--- src/rtl/core/i2cms_pkg.sv ---
// ----------------------------------------------------------------------------
// i2cms_pkg
// shared types and constants of the i2c master bit sequencer
// ----------------------------------------------------------------------------
package i2cms_pkg;

  // command codes carried in req_type
  localparam logic [2:0] REQ_INIT     = 3'd0;
  localparam logic [2:0] REQ_START    = 3'd1;
  localparam logic [2:0] REQ_WRITE    = 3'd2;
  localparam logic [2:0] REQ_STOP     = 3'd3;
  localparam logic [2:0] REQ_READ_REQ = 3'd4;
  localparam logic [2:0] REQ_READ     = 3'd5;

  // pin writes per phase
  localparam int unsigned InitSteps  = 2;
  localparam int unsigned StartSteps = 4;
  localparam int unsigned SendSteps  = 27;
  localparam int unsigned BitSteps   = 24;
  localparam int unsigned StopSteps  = 3;
  localparam int unsigned ReadSteps  = 20;
  localparam int unsigned ReadClocks = 16;

  localparam logic [7:0] MIN_READ_LEN = 8'd2;

  typedef struct packed {
    logic [2:0] req_type;
    logic [6:0] slave_address;
    logic [7:0] write_data;
    logic [7:0] read_length;
    logic [7:0] slave_bits;
  } in_t;

  typedef struct packed {
    logic       scl_level;
    logic       sda_level;
    logic [7:0] read_data;
    logic       accepted;
    logic       last;
  } out_t;

  // level source for one pin write
  typedef enum logic [2:0] {
    LVL_LOW  = 3'd0,
    LVL_HIGH = 3'd1,
    LVL_BIT  = 3'd2,
    LVL_ACK  = 3'd3,
    LVL_HOLD = 3'd4
  } lvl_t;

  // controller to datapath
  typedef struct packed {
    logic issue;
    logic pin_scl;
    lvl_t lvl;
    logic last;
    logic show_data;
  } cmd_t;

  // datapath to controller
  typedef struct packed {
    logic need_start;
    logic short_len;
    logic out_busy;
  } stat_t;

endpackage

--- src/rtl/core/i2cms_ctrl.sv ---
// ----------------------------------------------------------------------------
// i2cms_ctrl
// phase state machine and step counter, issues one pin write per step
// ----------------------------------------------------------------------------
module i2cms_ctrl (
  input  logic              clk,
  input  logic              rst,
  input  logic              in_fire,
  input  logic [2:0]        req_type,
  input  i2cms_pkg::stat_t  stat,
  output logic              idle,
  output i2cms_pkg::cmd_t   cmd
);

  typedef enum logic [6:0] {
    S_IDLE  = 7'b0000001,
    S_INIT  = 7'b0000010,
    S_START = 7'b0000100,
    S_SEND  = 7'b0001000,
    S_STOP  = 7'b0010000,
    S_RBODY = 7'b0100000,
    S_SHORT = 7'b1000000
  } state_t;

  state_t     state, state_next;
  logic [4:0] cnt, cnt_next;
  logic [1:0] ph, ph_next;
  logic       then_read, then_read_next;
  logic       step_go;

  assign idle    = (state == S_IDLE);
  assign step_go = (state != S_IDLE) && !stat.out_busy;

  always_comb begin
    logic   fin;
    state_t nxt;
    fin            = 1'b0;
    nxt            = S_IDLE;
    state_next     = state;
    cnt_next       = cnt;
    ph_next        = ph;
    then_read_next = then_read;
    cmd            = '0;
    cmd.lvl        = i2cms_pkg::LVL_HOLD;
    cmd.issue      = step_go;
    case (state)
      S_IDLE: begin
        cmd.issue = 1'b0;
        if (in_fire) begin
          cnt_next       = '0;
          ph_next        = '0;
          then_read_next = 1'b0;
          case (req_type)
            i2cms_pkg::REQ_INIT:  state_next = S_INIT;
            i2cms_pkg::REQ_START: state_next = S_START;
            i2cms_pkg::REQ_WRITE: state_next = S_SEND;
            i2cms_pkg::REQ_STOP:  state_next = S_STOP;
            i2cms_pkg::REQ_READ_REQ: begin
              state_next = stat.short_len ? S_SHORT : S_START;
            end
            i2cms_pkg::REQ_READ: begin
              then_read_next = stat.need_start;
              state_next     = stat.need_start ? S_START : S_RBODY;
            end
            default: state_next = S_IDLE;
          endcase
        end
      end
      S_INIT: begin
        cmd.pin_scl = cnt[0];
        cmd.lvl     = i2cms_pkg::LVL_LOW;
        fin         = (cnt == 5'(i2cms_pkg::InitSteps - 1));
        cmd.last    = fin;
        nxt         = S_IDLE;
      end
      S_START: begin
        // sda high, scl high, sda low, scl low
        cmd.pin_scl = cnt[0];
        cmd.lvl     = cnt[1] ? i2cms_pkg::LVL_LOW : i2cms_pkg::LVL_HIGH;
        fin         = (cnt == 5'(i2cms_pkg::StartSteps - 1));
        nxt         = S_SEND;
      end
      S_SEND: begin
        if (cnt == '0) begin
          cmd.pin_scl = 1'b1;
          cmd.lvl     = i2cms_pkg::LVL_LOW;
        end else if (cnt <= 5'(i2cms_pkg::BitSteps)) begin
          case (ph)
            2'd0: begin
              cmd.pin_scl = 1'b0;
              cmd.lvl     = i2cms_pkg::LVL_BIT;
            end
            2'd1: begin
              cmd.pin_scl = 1'b1;
              cmd.lvl     = i2cms_pkg::LVL_HIGH;
            end
            default: begin
              cmd.pin_scl = 1'b1;
              cmd.lvl     = i2cms_pkg::LVL_LOW;
            end
          endcase
          if (step_go) begin
            ph_next = (ph == 2'd2) ? 2'd0 : ph + 2'd1;
          end
        end else if (cnt == 5'(i2cms_pkg::BitSteps + 1)) begin
          cmd.pin_scl = 1'b1;
          cmd.lvl     = i2cms_pkg::LVL_HIGH;
        end else begin
          cmd.pin_scl = 1'b1;
          cmd.lvl     = i2cms_pkg::LVL_LOW;
        end
        fin      = (cnt == 5'(i2cms_pkg::SendSteps - 1));
        cmd.last = fin && !then_read;
        nxt      = then_read ? S_RBODY : S_IDLE;
      end
      S_RBODY: begin
        if (cnt == '0) begin
          cmd.pin_scl = 1'b0;
          cmd.lvl     = i2cms_pkg::LVL_HIGH;
        end else if (cnt <= 5'(i2cms_pkg::ReadClocks)) begin
          cmd.pin_scl = 1'b1;
          cmd.lvl     = cnt[0] ? i2cms_pkg::LVL_HIGH : i2cms_pkg::LVL_LOW;
        end else if (cnt == 5'(i2cms_pkg::ReadClocks + 1)) begin
          cmd.pin_scl = 1'b0;
          cmd.lvl     = i2cms_pkg::LVL_ACK;
        end else if (cnt == 5'(i2cms_pkg::ReadClocks + 2)) begin
          cmd.pin_scl = 1'b1;
          cmd.lvl     = i2cms_pkg::LVL_HIGH;
        end else begin
          cmd.pin_scl = 1'b1;
          cmd.lvl     = i2cms_pkg::LVL_LOW;
        end
        fin           = (cnt == 5'(i2cms_pkg::ReadSteps - 1));
        cmd.last      = fin;
        cmd.show_data = fin;
        nxt           = S_IDLE;
      end
      S_STOP: begin
        // sda low, scl high, sda high
        cmd.pin_scl = cnt[0];
        cmd.lvl     = (cnt == '0) ? i2cms_pkg::LVL_LOW : i2cms_pkg::LVL_HIGH;
        fin         = (cnt == 5'(i2cms_pkg::StopSteps - 1));
        cmd.last    = fin;
        nxt         = S_IDLE;
      end
      S_SHORT: begin
        cmd.lvl  = i2cms_pkg::LVL_HOLD;
        fin      = 1'b1;
        cmd.last = 1'b1;
        nxt      = S_IDLE;
      end
      default: begin
        cmd.issue  = 1'b0;
        state_next = S_IDLE;
      end
    endcase
    if (step_go) begin
      if (fin) begin
        state_next = nxt;
        cnt_next   = '0;
        ph_next    = '0;
      end else begin
        cnt_next = cnt + 5'd1;
      end
    end
  end

  always_ff @(posedge clk) begin
    if (rst) begin
      state     <= S_IDLE;
      cnt       <= '0;
      ph        <= '0;
      then_read <= 1'b0;
    end else begin
      state     <= state_next;
      cnt       <= cnt_next;
      ph        <= ph_next;
      then_read <= then_read_next;
    end
  end

  a_cnt_range: assert property (@(posedge clk) disable iff (rst)
    cnt <= 5'(i2cms_pkg::SendSteps - 1))
    else $error("step counter out of range");

  a_ph_send_only: assert property (@(posedge clk) disable iff (rst)
    ph != 2'd0 |-> state == S_SEND)
    else $error("bit phase active outside byte send");

  a_last_ends_run: assert property (@(posedge clk) disable iff (rst)
    cmd.issue && cmd.last |=> state == S_IDLE)
    else $error("run did not end after last pin write");

  a_no_step_when_busy: assert property (@(posedge clk) disable iff (rst)
    stat.out_busy |-> !cmd.issue)
    else $error("pin write issued while result held");

endmodule

--- src/rtl/core/i2cms_dp.sv ---
// ----------------------------------------------------------------------------
// i2cms_dp
// bus state, shift register and result register
// ----------------------------------------------------------------------------
module i2cms_dp (
  input  logic              clk,
  input  logic              rst,
  input  logic              in_fire,
  input  i2cms_pkg::in_t    item,
  input  i2cms_pkg::cmd_t   cmd,
  input  logic              out_stall,
  output i2cms_pkg::stat_t  stat,
  output logic              out_valid,
  output i2cms_pkg::out_t   out_item
);

  logic [6:0] target_address;
  logic [7:0] bytes_remaining;
  logic       need_start;
  logic       scl_now;
  logic       sda_now;
  logic [7:0] shreg;
  logic [7:0] rd_bits;
  logic       nack;
  logic       acc;

  logic [7:0] rem_dec;
  logic       len_ok;
  logic       level;
  logic       scl_next;
  logic       sda_next;

  assign rem_dec = bytes_remaining - {7'd0, (bytes_remaining != 8'd0)};
  assign len_ok  = (item.read_length >= i2cms_pkg::MIN_READ_LEN);

  assign stat.need_start = need_start;
  assign stat.short_len  = !len_ok;
  assign stat.out_busy   = out_valid && out_stall;

  always_comb begin
    case (cmd.lvl)
      i2cms_pkg::LVL_LOW:  level = 1'b0;
      i2cms_pkg::LVL_HIGH: level = 1'b1;
      i2cms_pkg::LVL_BIT:  level = shreg[7];
      i2cms_pkg::LVL_ACK:  level = nack;
      default:             level = cmd.pin_scl ? scl_now : sda_now;
    endcase
    scl_next = cmd.pin_scl ? level : scl_now;
    sda_next = cmd.pin_scl ? sda_now : level;
  end

  // bus and command state
  always_ff @(posedge clk) begin
    if (rst) begin
      target_address  <= '0;
      bytes_remaining <= '0;
      need_start      <= 1'b1;
      scl_now         <= 1'b1;
      sda_now         <= 1'b1;
    end else begin
      if (cmd.issue) begin
        scl_now <= scl_next;
        sda_now <= sda_next;
      end
      if (in_fire) begin
        case (item.req_type)
          i2cms_pkg::REQ_START: target_address <= item.slave_address;
          i2cms_pkg::REQ_READ_REQ: begin
            if (len_ok) begin
              target_address  <= item.slave_address;
              bytes_remaining <= item.read_length;
              need_start      <= 1'b0;
            end
          end
          i2cms_pkg::REQ_READ: begin
            bytes_remaining <= rem_dec;
            if (rem_dec == 8'd0) begin
              need_start <= 1'b1;
            end
          end
          default: ;
        endcase
      end
    end
  end

  // per item working registers
  always_ff @(posedge clk) begin
    if (in_fire) begin
      rd_bits <= item.slave_bits;
      nack    <= (rem_dec == 8'd0);
      acc     <= (item.req_type == i2cms_pkg::REQ_READ_REQ) && len_ok;
      case (item.req_type)
        i2cms_pkg::REQ_START:    shreg <= {item.slave_address, 1'b0};
        i2cms_pkg::REQ_READ_REQ: shreg <= {item.slave_address, 1'b1};
        i2cms_pkg::REQ_READ:     shreg <= {target_address, 1'b1};
        default:                 shreg <= item.write_data;
      endcase
    end else if (cmd.issue && cmd.lvl == i2cms_pkg::LVL_BIT) begin
      shreg <= {shreg[6:0], 1'b0};
    end
  end

  // result register
  always_ff @(posedge clk) begin
    if (rst) begin
      out_valid <= 1'b0;
    end else if (cmd.issue) begin
      out_valid <= 1'b1;
    end else if (!out_stall) begin
      out_valid <= 1'b0;
    end
  end

  always_ff @(posedge clk) begin
    if (cmd.issue) begin
      out_item.scl_level <= scl_next;
      out_item.sda_level <= sda_next;
      out_item.read_data <= cmd.show_data ? rd_bits : 8'd0;
      out_item.accepted  <= acc;
      out_item.last      <= cmd.last;
    end
  end

endmodule

--- src/rtl/core/i2c_master_bit_sequencer.sv ---
// ----------------------------------------------------------------------------
// i2c_master_bit_sequencer
// turns i2c master commands into the ordered run of scl/sda pin writes
// ----------------------------------------------------------------------------
// usage
//   req channel: one command item (req_type, address, data, length, sampled
//   read bits) is taken when req_valid is high and req_stall is low
//   rsp channel: one item per pin write, holding the scl and sda levels after
//   that write; last marks the final item of a command's run
//   a command yields 2 (init), 3 (stop), 27 (write byte), 31 (start),
//   1 or 31 (read request), 20 or 51 (read byte) items, or none for an
//   unknown code; with no stall one item leaves per cycle, the first one
//   after the command passes the controller state and result registers
//   the next command is taken the cycle after the last pin write of the
//   current one is issued
//   a stalled rsp item holds in the result register and the sequencer waits
//   reset puts both pins high (bus idle), clears address and read count and
//   marks that the next read must begin with a start
// ----------------------------------------------------------------------------
module i2c_master_bit_sequencer (
  input  logic             clk,
  input  logic             rst,
  input  logic             req_valid,
  output logic             req_stall,
  input  i2cms_pkg::in_t   req,
  output logic             rsp_valid,
  input  logic             rsp_stall,
  output i2cms_pkg::out_t  rsp
);

  i2cms_pkg::cmd_t  cmd;
  i2cms_pkg::stat_t stat;
  logic             idle;
  logic             in_fire;

  // commands are taken only between runs
  assign req_stall = !idle;
  assign in_fire   = req_valid && idle;

  // phase sequencing: one pin write per step
  i2cms_ctrl u_ctrl (
    .clk      (clk),
    .rst      (rst),
    .in_fire  (in_fire),
    .req_type (req.req_type),
    .stat     (stat),
    .idle     (idle),
    .cmd      (cmd)
  );

  // bus state, shift register and result register
  i2cms_dp u_dp (
    .clk       (clk),
    .rst       (rst),
    .in_fire   (in_fire),
    .item      (req),
    .cmd       (cmd),
    .out_stall (rsp_stall),
    .stat      (stat),
    .out_valid (rsp_valid),
    .out_item  (rsp)
  );

endmodule

--- config.mk ---
export PLATFORM = sky130hd
export DESIGN_NAME = i2c_master_bit_sequencer
export DESIGN_NICKNAME = d
export VERILOG_FILES = /design/src/rtl/core/i2cms_pkg.sv /design/src/rtl/core/i2cms_ctrl.sv /design/src/rtl/core/i2cms_dp.sv /design/src/rtl/core/i2c_master_bit_sequencer.sv
export SDC_FILE = /design/constraint.sdc
export NUM_CORES = 1
export LEC_CHECK = 0
export ABC_AREA = 0
export BUFFER_PORTS_ARGS = -buffer_cell sky130_fd_sc_hd__clkbuf_2
export CORE_ASPECT_RATIO = 0.9
export CORE_MARGIN = 3
export CORE_UTILIZATION = 57
export DETAILED_ROUTE_END_ITERATION = 10
export PLACE_DENSITY = 0.88
export SLEW_MARGIN = 20
export SYNTH_ARGS = -nofsm -noshare
export SYNTH_HDL_FRONTEND = slang
export SYNTH_HIERARCHICAL = 1
export SYNTH_SLANG_ARGS = --single-unit
--- constraint.sdc ---
create_clock -name clk -period 3.75 [get_ports clk]
set_clock_uncertainty 0.05 [all_clocks]
set_input_delay 0.1875 -clock clk [delete_from_list [all_inputs] [get_ports clk]]
set_output_delay 0.1875 -clock clk [all_outputs]
set_load 0.02 [all_outputs]
==> results of run 1 <==
where the power goes:
group	switching, µW	internal (µW)	leakage, µW
combinational	209	143	0.000882
clock	293	382	0.000111
sequential	31.1	788	0.000549
total	532	1310	0.00154
cell type report:
class	count	area, µm²
flip-flops and latches	64	1580
well taps	70	87.6
repair buffers	61	350
fillers	442	1740
inverters	12	45.0
clock buffers	9	124
clock inverters	7	103
multi-input cells	275	1830
per-stage QoR:
stage                     instance area [µm²]  cells  hold WS (ns)
final                                    4120    498        0.0424
after global routing                     4120    498        0.0539
after CTS                                4120    498        0.0309
after detailed placement                 3810    474         0.323
after global placement                   3810    474         0.329
after floorplan                          3550    369         0.236
repair_timing:
action	in CTS	in global routing
setup endpoints to repair	0	0
endpoints found under the hold margin	8	0
hold buffers	8	0
flip-flops by register name, indices dropped and copies added, names as in the netlist:
register              flops
u_ctrl/then_read          1
u_ctrl/state              7
u_dp/sda_now              1
u_dp/nack                 1
u_dp/target_address       7
u_dp/out_item            12
u_dp/out_valid            1
u_dp/scl_now              1
u_dp/rd_bits              8
u_dp/shreg                8
u_dp/bytes_remaining      8
u_dp/need_start           1
u_dp/acc                  1
u_ctrl/ph                 2
u_ctrl/cnt                5
final timing paths:
check             slack, ns                     end
setup / recovery       0.81  u_dp/target_address[2]
hold / removal         0.04  u_dp/target_address[3]
hold reg to reg        0.38        u_dp/out_item[1]
setup reg to reg       0.81  u_dp/target_address[2]
critical path: cells and delay by family (launching register included):
kind,cells,cell delay [ns]
AO/OA/AOI/OAI,1,0.47
buffers and inverters,2,0.58
flip-flops,1,0.40
multiplexers,1,0.23
AND/OR/NAND/NOR,4,1.06
cell usage in the layout, fill, tap and decap left out, types with 3 or more instances in the layout:
master | netlist | final
edfxtp_1 | 30 | 30
inv_1 | 11 | 11
nand2_1 | 36 | 36
nor3b_1 | 3 | 3
dfxtp_1 | 34 | 34
and2_1 | 13 | 13
clkbuf_2 | 0 | 51
a211o_1 | 4 | 4
or4_4 | 3 | 3
nand4_1 | 4 | 4
and3_1 | 6 | 6
a221oi_1 | 7 | 7
nand2b_1 | 6 | 6
a211oi_1 | 7 | 7
nor3_1 | 8 | 8
o21ai_0 | 11 | 11
nor2_1 | 37 | 37
nor2b_1 | 10 | 10
nand3b_1 | 6 | 6
ha_1 | 7 | 7
nand4b_1 | 4 | 4
a21oi_1 | 22 | 22
nor3_2 | 3 | 3
a2bb2oi_1 | 3 | 3
a311oi_1 | 3 | 3
nand3_1 | 5 | 5
dlygate4sd3_1 | 0 | 8
mux2i_1 | 8 | 8
inv_6 | 0 | 3
clkbuf_8 | 0 | 9
a31oi_1 | 7 | 7
or3_1 | 3 | 3
kinds of logic after synthesis:
group / share of synthesized area [%]
AO/OA/AOI/OAI: 18.9
flip-flops: 44.6
adder cells (fa/ha/maj): 2.47
buffers and inverters: 3.88
AND/OR/NAND/NOR: 26.0
XOR/XNOR: 0.741
multiplexers: 3.42
layer usage:
metal	track usage [%]	vias to the layer above	share of wire (%)
li1	-	1493	-
met1	30.8	1466	42
met2	40.4	119	49
met3	6.39	14	6.9
met4	6.70	0	1.7
met5	0	-	0
==> out/metrics.csv, run 1 <==
metric,value,unit
status,completed,
die width,89.2,µm
unrepaired setup endpoints after global routing,false,
fin crit period,2.94,ns
Lkg Pwr,0.00154,µW
CP Cell Sequence,nor4_2 -> and3_1 -> and2_1 -> buf_4 -> clkinv_1 -> a211o_1 -> mux2i_1 -> nor2_1,
clock root cell,clkbuf_8,
post-synth top area share,25.4,%
WHS Path Cells,3,
post-synthesis cell count,369,
Synth area leader,edfxtp_1,
"top cells by count, synth","37 x nor2_1, 36 x nand2_1, 34 x dfxtp_1",
setup_tns,0,ns
crit-path max FO,17,
total number of vias,3092,
Hold Startpoint,req[27],
CP Class,reg2reg,
worst min-delay path class,in2reg,
DIE AREA,7210,µm²
TritonCTS Sinks,64,
DR pass1 iterations,5,
n_diodes,0,
post-cts resize count,0,
final setup violation count,0,
Tot Pwr,1840,µW
Area Overhead vs Synth,16.1,%
clock-pin transition on the worst setup and hold timing paths,0.08,ns
Final Max Slew Viols,0,
"Hold Vio Cnt, Final",0,
Syn Area/Cell,9.62,µm²
vias per inst,6.21,
ratio of cells with drive above 1 in the final layout,20.8,%
Final WS setup,0.810,ns
Pwr Density,448,nW/µm²
Avg WL per Cell,16.6,µm
vias in the first global route,2875,
# port buffers,51,
NumNets Final,468,
I/O pin cnt,52,
Max IR drop VDD,0.270,mV
Slew @ Worst Pin,0.883,ns
Max Freq,0.340,GHz
Cell variety after synth,71,
post-layout util,70.4,%
mapped cell area,3550,µm²
CTS tree,yes,
net count after synthesis,414,
Initial DRC Count,271,
Synth area leaders,"edfxtp_1 25%, dfxtp_1 19%, nor2_1 3.9%, nand2_1 3.8%, a21oi_1 3.1%",
"slowest stage delay, CP",0.47,ns
Post-route DRC,0,
sequential share of the synthesized area,44.6,%
final period utilization,78.4,%
worst slack at placement,0.856,ns
first-pass GRT wire length,13500,µm
H-tree levels,3,
Critical Path Source,u_ctrl/state[1],
CTS buffer count,9,
top-count cell post-synth,nor2_1,
Post-synth top flop,dfxtp_1,
GR Overflow Total,0,
Critical Path RT,3.91,ns
Post-DRT Antenna Nets,0,
Final Wtd Congestion,0.959,
# rows,26,
Clock Path Buffers,2,
worst-skew pair later-pin latency,0.34,ns
asr flop ratio synth,0,%
Worst R2R Path Depth,8,
Yosys reg bits,64,
Synthesis Warnings,6,
crit end category,flop,
Initial Utilization,60.6,%
GRT Resource Usage Total,24.2,%
DP Wirelength,5980,µm
largest net degree at the start of global routing,37,
Critical-path top delay cell,a211o_1,
relative slew slack,40.8,%
"wirelength, routed",8260,µm
initial antenna violation count,0,
Die H,80.9,µm
Post-CTS Setup Bufs,0,
Post-synth EDFFs,30,
max_cap viols,0,
CP arrival,3.10,ns
Core Area,5860,µm²
reg2reg start,u_ctrl/state[1],
crit start category,flop,
Note: power is estimated with default switching activity, not from simulation.
==> inputs of run 2 (changes only) <==
- clock period: 3.75 -> 3 ns (I/O delays scaled with it)
==> out/metrics.csv, run 2 (synthesis results as in run 1) <==
metric,value,unit
final period utilization,93.3,%
Final WS setup,0.202,ns
clock-pin transition on the worst setup and hold timing paths,0.08,ns
"wirelength, routed",8680,µm
setup_tns,0,ns
CTS buffer count,9,
Final Wtd Congestion,0.927,
vias per inst,6.25,
GR Overflow Total,0,
Avg WL per Cell,17.3,µm
initial antenna violation count,0,
fin crit period,2.80,ns
DR pass1 iterations,7,
Post-route DRC,0,
TritonCTS Sinks,64,
NumNets Final,472,
ratio of cells with drive above 1 in the final layout,21.1,%
Area Overhead vs Synth,17.9,%
final non-filler cell total,502,
worst min-delay path class,in2reg,
Final Max Slew Viols,0,
Worst R2R Path Depth,7,
reg2reg start,u_ctrl/state[1],
relative slew slack,38.9,%
status,completed,
Clock Path Buffers,2,
GRT Resource Usage Total,25.8,%
final setup violation count,0,
first-pass GRT wire length,14100,µm
H-tree levels,3,
clock root cell,clkbuf_8,
total number of vias,3140,
DP Wirelength,5920,µm
worst-skew pair later-pin latency,0.36,ns
crit-path max FO,8,
Pwr Density,576,nW/µm²
n_diodes,0,
most frequent cells in the layout,"51 x clkbuf_2, 37 x nor2_1, 36 x nand2_1, 34 x dfxtp_1, 30 x edfxtp_1",
die width,89.2,µm
r2r setup slk,0.20,ns
vias in the first global route,2996,
placed cells,475,
max_cap viols,0,
CP Class,reg2reg,
Core Area,5860,µm²
Critical Path Source,u_ctrl/state[1],
# rows,26,
I/O pin cnt,52,
Post-DRT Antenna Nets,0,
Die H,80.9,µm
Initial DRC Count,351,
reg2reg end,u_ctrl/state[5],
unrepaired setup endpoints after global routing,false,
CP arrival,3.06,ns
crit start category,flop,
DIE AREA,7210,µm²
largest net degree at the start of global routing,37,
worst slack at placement,0.291,ns
Critical Path RT,3.26,ns
# port buffers,51,
"Hold Vio Cnt, Final",0,
CTS tree,yes,
Slew @ Worst Pin,0.913,ns
Max IR drop VDD,0.415,mV
"commonest non-fill, non-tap cell in the layout",clkbuf_2,
crit path to,u_ctrl/state[5],
# fillers,426,
Initial Utilization,60.6,%
Top reg by flops,u_dp/out_item,
number of flip-flops in the largest register,12,
Lkg Pwr,0.00157,µW
crit end category,flop,
Max Freq,0.357,GHz
[run 2: metrics by stage]
step           utilization [%]  hold slack (ns)  total power, µW  area, µm²
2_1_floorplan                -            0.199             1350       3550
3_3_place_gp              65.3            0.291             1450       3820
3_5_place_dp              65.3            0.288             1470       3820
4_1_cts                   71.4          0.00493             2410       4180
5_1_grt                   71.5           0.0280             2510       4180
6_report                  71.5           0.0161             2410       4180
[run 2: critical path: stages (launching register included)]
cell     delay (ns)
dfxtp_1        0.40
nor4_2         0.45
and3_1         0.27
and2_1         0.36
nand4_1        0.33
or4_1          0.55
a21oi_1        0.16
mux2_4         0.17
[run 2: repair_timing]
item                                    4_1_cts  5_1_grt
hold endpoints to repair                     11        0
hold buffers                                 11        0
endpoints found under the setup margin        0        1
resized for setup                             0        1
buffers inserted                              0        0
[run 2: area by class of cell]
type                            instances  area [µm²]  share of cell area, %
Clock inverter                          7         125                   2.99
Tap cell                               70        87.6                   2.09
Sequential cell                        64        1580                   37.8
Inverter                               12        48.8                   1.17
Timing Repair Buffer                   65         388                   9.27
Clock buffer                            9         124                   2.96
Multi-Input combinational cell        275        1830                   43.7
[run 2: worst min-delay path by stage]
stage               startpoint                     end  slack, ns  depth (start not counted)
finish                 req[24]  u_dp/target_address[0]       0.02                          3
global route           req[27]  u_dp/target_address[3]       0.03                          3
CTS                    req[24]  u_dp/target_address[0]      0.005                          3
detailed placement      req[6]         u_dp/rd_bits[6]       0.29                          1
global placement        req[2]         u_dp/rd_bits[2]       0.29                          1
floorplan               req[0]         u_dp/rd_bits[0]       0.20                          0
[run 2: layer usage]
| metal | global-route usage, % | vias up | routed length [µm] |
|---|---|---|---|
| met5 | 0 | - | 0 |
| met4 | 9.82 | 0 | 166 |
| met3 | 7.61 | 20 | 678 |
| met2 | 40.7 | 155 | 4080 |
| met1 | 33.5 | 1470 | 3760 |
| li1 | - | 1495 | - |
[run 2: report_power, final]
| part | total (µW) | internal (µW) | switching [µW] |
|---|---|---|---|
| logic | 447 | 184 | 263 |
| registers | 1030 | 985 | 41.2 |
| clock network | 936 | 562 | 374 |
| total | 2410 | 1730 | 678 |
==> inputs of run 3 (changes only) <==
- CELL_PAD_IN_SITES_DETAIL_PLACEMENT: default -> 1
- CELL_PAD_IN_SITES_GLOBAL_PLACEMENT: default -> 2
- CORE_UTILIZATION: 57 -> 36
==> out/metrics.csv, run 3 (synthesis results as in run 1) <==
metric,value,unit
vias per inst,5.60,
Initial DRC Count,163,
Core Area,9370,µm²
vias in the first global route,3272,
"slowest stage delay, CP",0.39,ns
CTS tree,yes,
clock root cell,clkbuf_8,
CTS buffer count,9,
Top reg by flops,u_dp/out_item,
Worst R2R Path Depth,9,
n_diodes,0,
I/O pin cnt,52,
Post-DRT Antenna Nets,0,
GR Overflow Total,0,
crit-path max FO,7,
# port buffers,51,
final setup violation count,0,
CP Class,reg2reg,
GRT Resource Usage Total,18.8,%
largest net degree at the start of global routing,37,
Post-route DRC,0,
fin crit period,2.64,ns
DP Area,3900,µm²
DP Wirelength,7180,µm
Lkg Pwr,0.00159,µW
CP arrival,2.83,ns
worst-skew pair later-pin latency,0.36,ns
final period utilization,88.0,%
Clock Path Buffers,2,
Avg WL per Cell,17.9,µm
r2r setup slk,0.36,ns
Hold Startpoint,req[12],
setup_tns,0,ns
NumNets Final,478,
Critical-path top delay cell,dfxtp_1,
Final Wtd Congestion,0.864,
Critical Path RT,3.19,ns
status,completed,
first-pass GRT wire length,16800,µm
DR pass1 iterations,4,
max_cap viols,0,
"Hold Vio Cnt, Final",0,
unrepaired setup endpoints after global routing,false,
Max IR drop VDD,0.277,mV
Area Overhead vs Synth,20.6,%
ratio of cells with drive above 1 in the final layout,21.0,%
WHS Path Cells,4,
clock-pin transition on the worst setup and hold timing paths,0.08,ns
total number of vias,3137,
TritonCTS Sinks,64,
# rows,33,
H-tree levels,3,
Max Freq,0.379,GHz
Pwr Density,549,nW/µm²
number of flip-flops in the largest register,12,
worst min-delay path class,in2reg,
initial antenna violation count,0,
post-cts resize count,0,
crit end category,flop,
"commonest non-fill, non-tap cell in the layout",clkbuf_2,
reg2reg end,u_dp/need_start,
CP Cell Sequence,nor4_1 -> nand4_1 -> ha_1 -> ha_1 -> xor2_1 -> nor4_1 -> and4_4 -> o21ai_0 -> a211o_1,
fin area,4280,µm²
DIE AREA,11100,µm²
Initial Utilization,37.9,%
crit start category,flop,
Die H,100,µm
relative slew slack,39.7,%
Final Max Slew Viols,0,
Slew @ Worst Pin,0.903,ns
"wirelength, routed",10000,µm
die width,111,µm
reg2reg start,u_dp/bytes_remaining[2],
WHS Endpoint,u_dp/bytes_remaining[4],
# fillers,1092,
most frequent cells in the layout,"51 x clkbuf_2, 37 x nor2_1, 36 x nand2_1, 34 x dfxtp_1, 30 x edfxtp_1",
[run 3: cell types whose count changed in the layout (fill, tap and decap cells not counted), sizes merged]
cell / before / now
buf: 3 / 5
bufinv: 3 / 2
clkinv: 1 / 3
dlygate4sd3: 11 / 15
inv: 14 / 13
[run 3: through the flow]
stage | total power (µW) | utilization [%] | hold WS (ns) | setup WS, ns | instances
after floorplan | 1350 | - | 0.199 | 0.225 | 369
after global placement | 1480 | 41.6 | 0.291 | 0.498 | 529
after detailed placement | 1490 | 41.6 | 0.280 | 0.375 | 529
after CTS | 2390 | 45.6 | 0.0716 | 0.347 | 560
after global routing | 2480 | 45.6 | 0.139 | 0.203 | 560
final | 2350 | 45.6 | 0.105 | 0.360 | 560
[run 3: worst max-delay path by stage]
stage / cells after the start / slack, ns / startpoint / end
global route: 9 / 0.20 / u_dp/bytes_remaining[2] / u_dp/need_start
CTS: 9 / 0.35 / u_dp/bytes_remaining[2] / u_dp/need_start
detailed placement: 9 / 0.38 / u_dp/bytes_remaining[2] / u_dp/need_start
finish: 9 / 0.36 / u_dp/bytes_remaining[2] / u_dp/need_start
floorplan: 10 / 0.22 / u_ctrl/state[4] / u_dp/target_address[0]
global placement: 9 / 0.50 / u_dp/bytes_remaining[2] / u_dp/need_start
[run 3: layout make-up]
type / count / area, µm² / area share [%]
Sequential cell: 64 / 1580 / 37.0
Timing Repair Buffer: 71 / 443 / 10.4
Clock inverter: 7 / 103 / 2.40
Clock buffer: 9 / 124 / 2.90
Multi-Input combinational cell: 275 / 1830 / 42.8
Tap cell: 122 / 153 / 3.57
Inverter: 12 / 45.0 / 1.05
[run 3: power breakdown]
| group | leakage [µW] | switching (µW) | internal [µW] |
|---|---|---|---|
| clock network | 0.000110 | 380 | 476 |
| logic | 0.000926 | 271 | 191 |
| registers | 0.000549 | 43.3 | 985 |
| total | 0.00159 | 695 | 1650 |
[run 3: routing by layer]
| layer | part of all wire (%) | track usage [%] | vias up | wire (µm) |
|---|---|---|---|---|
| met5 | 0 | 0 | - | 0 |
| li1 | - | - | 1506 | - |
| met4 | 1.9 | 7.20 | 0 | 189 |
| met2 | 48 | 31.1 | 76 | 4790 |
| met3 | 3.9 | 4.34 | 16 | 391 |
| met1 | 46 | 24.3 | 1539 | 4630 |
[run 3: timing repair]
| action | 4_1_cts | 5_1_grt |
|---|---|---|
| buffers inserted | 0 | 0 |
| setup endpoints to repair | 0 | 0 |
| hold buffers | 15 | 0 |
| endpoints found under the hold margin | 15 | 0 |
[run 3: critical path, delay by kind of cell (launching register included)]
kind	cells	cell delay [ns]
compound gates	2	0.37
fa+ha+maj	2	0.47
simple gates	4	1.09
flops	1	0.39
xor+xnor	1	0.16
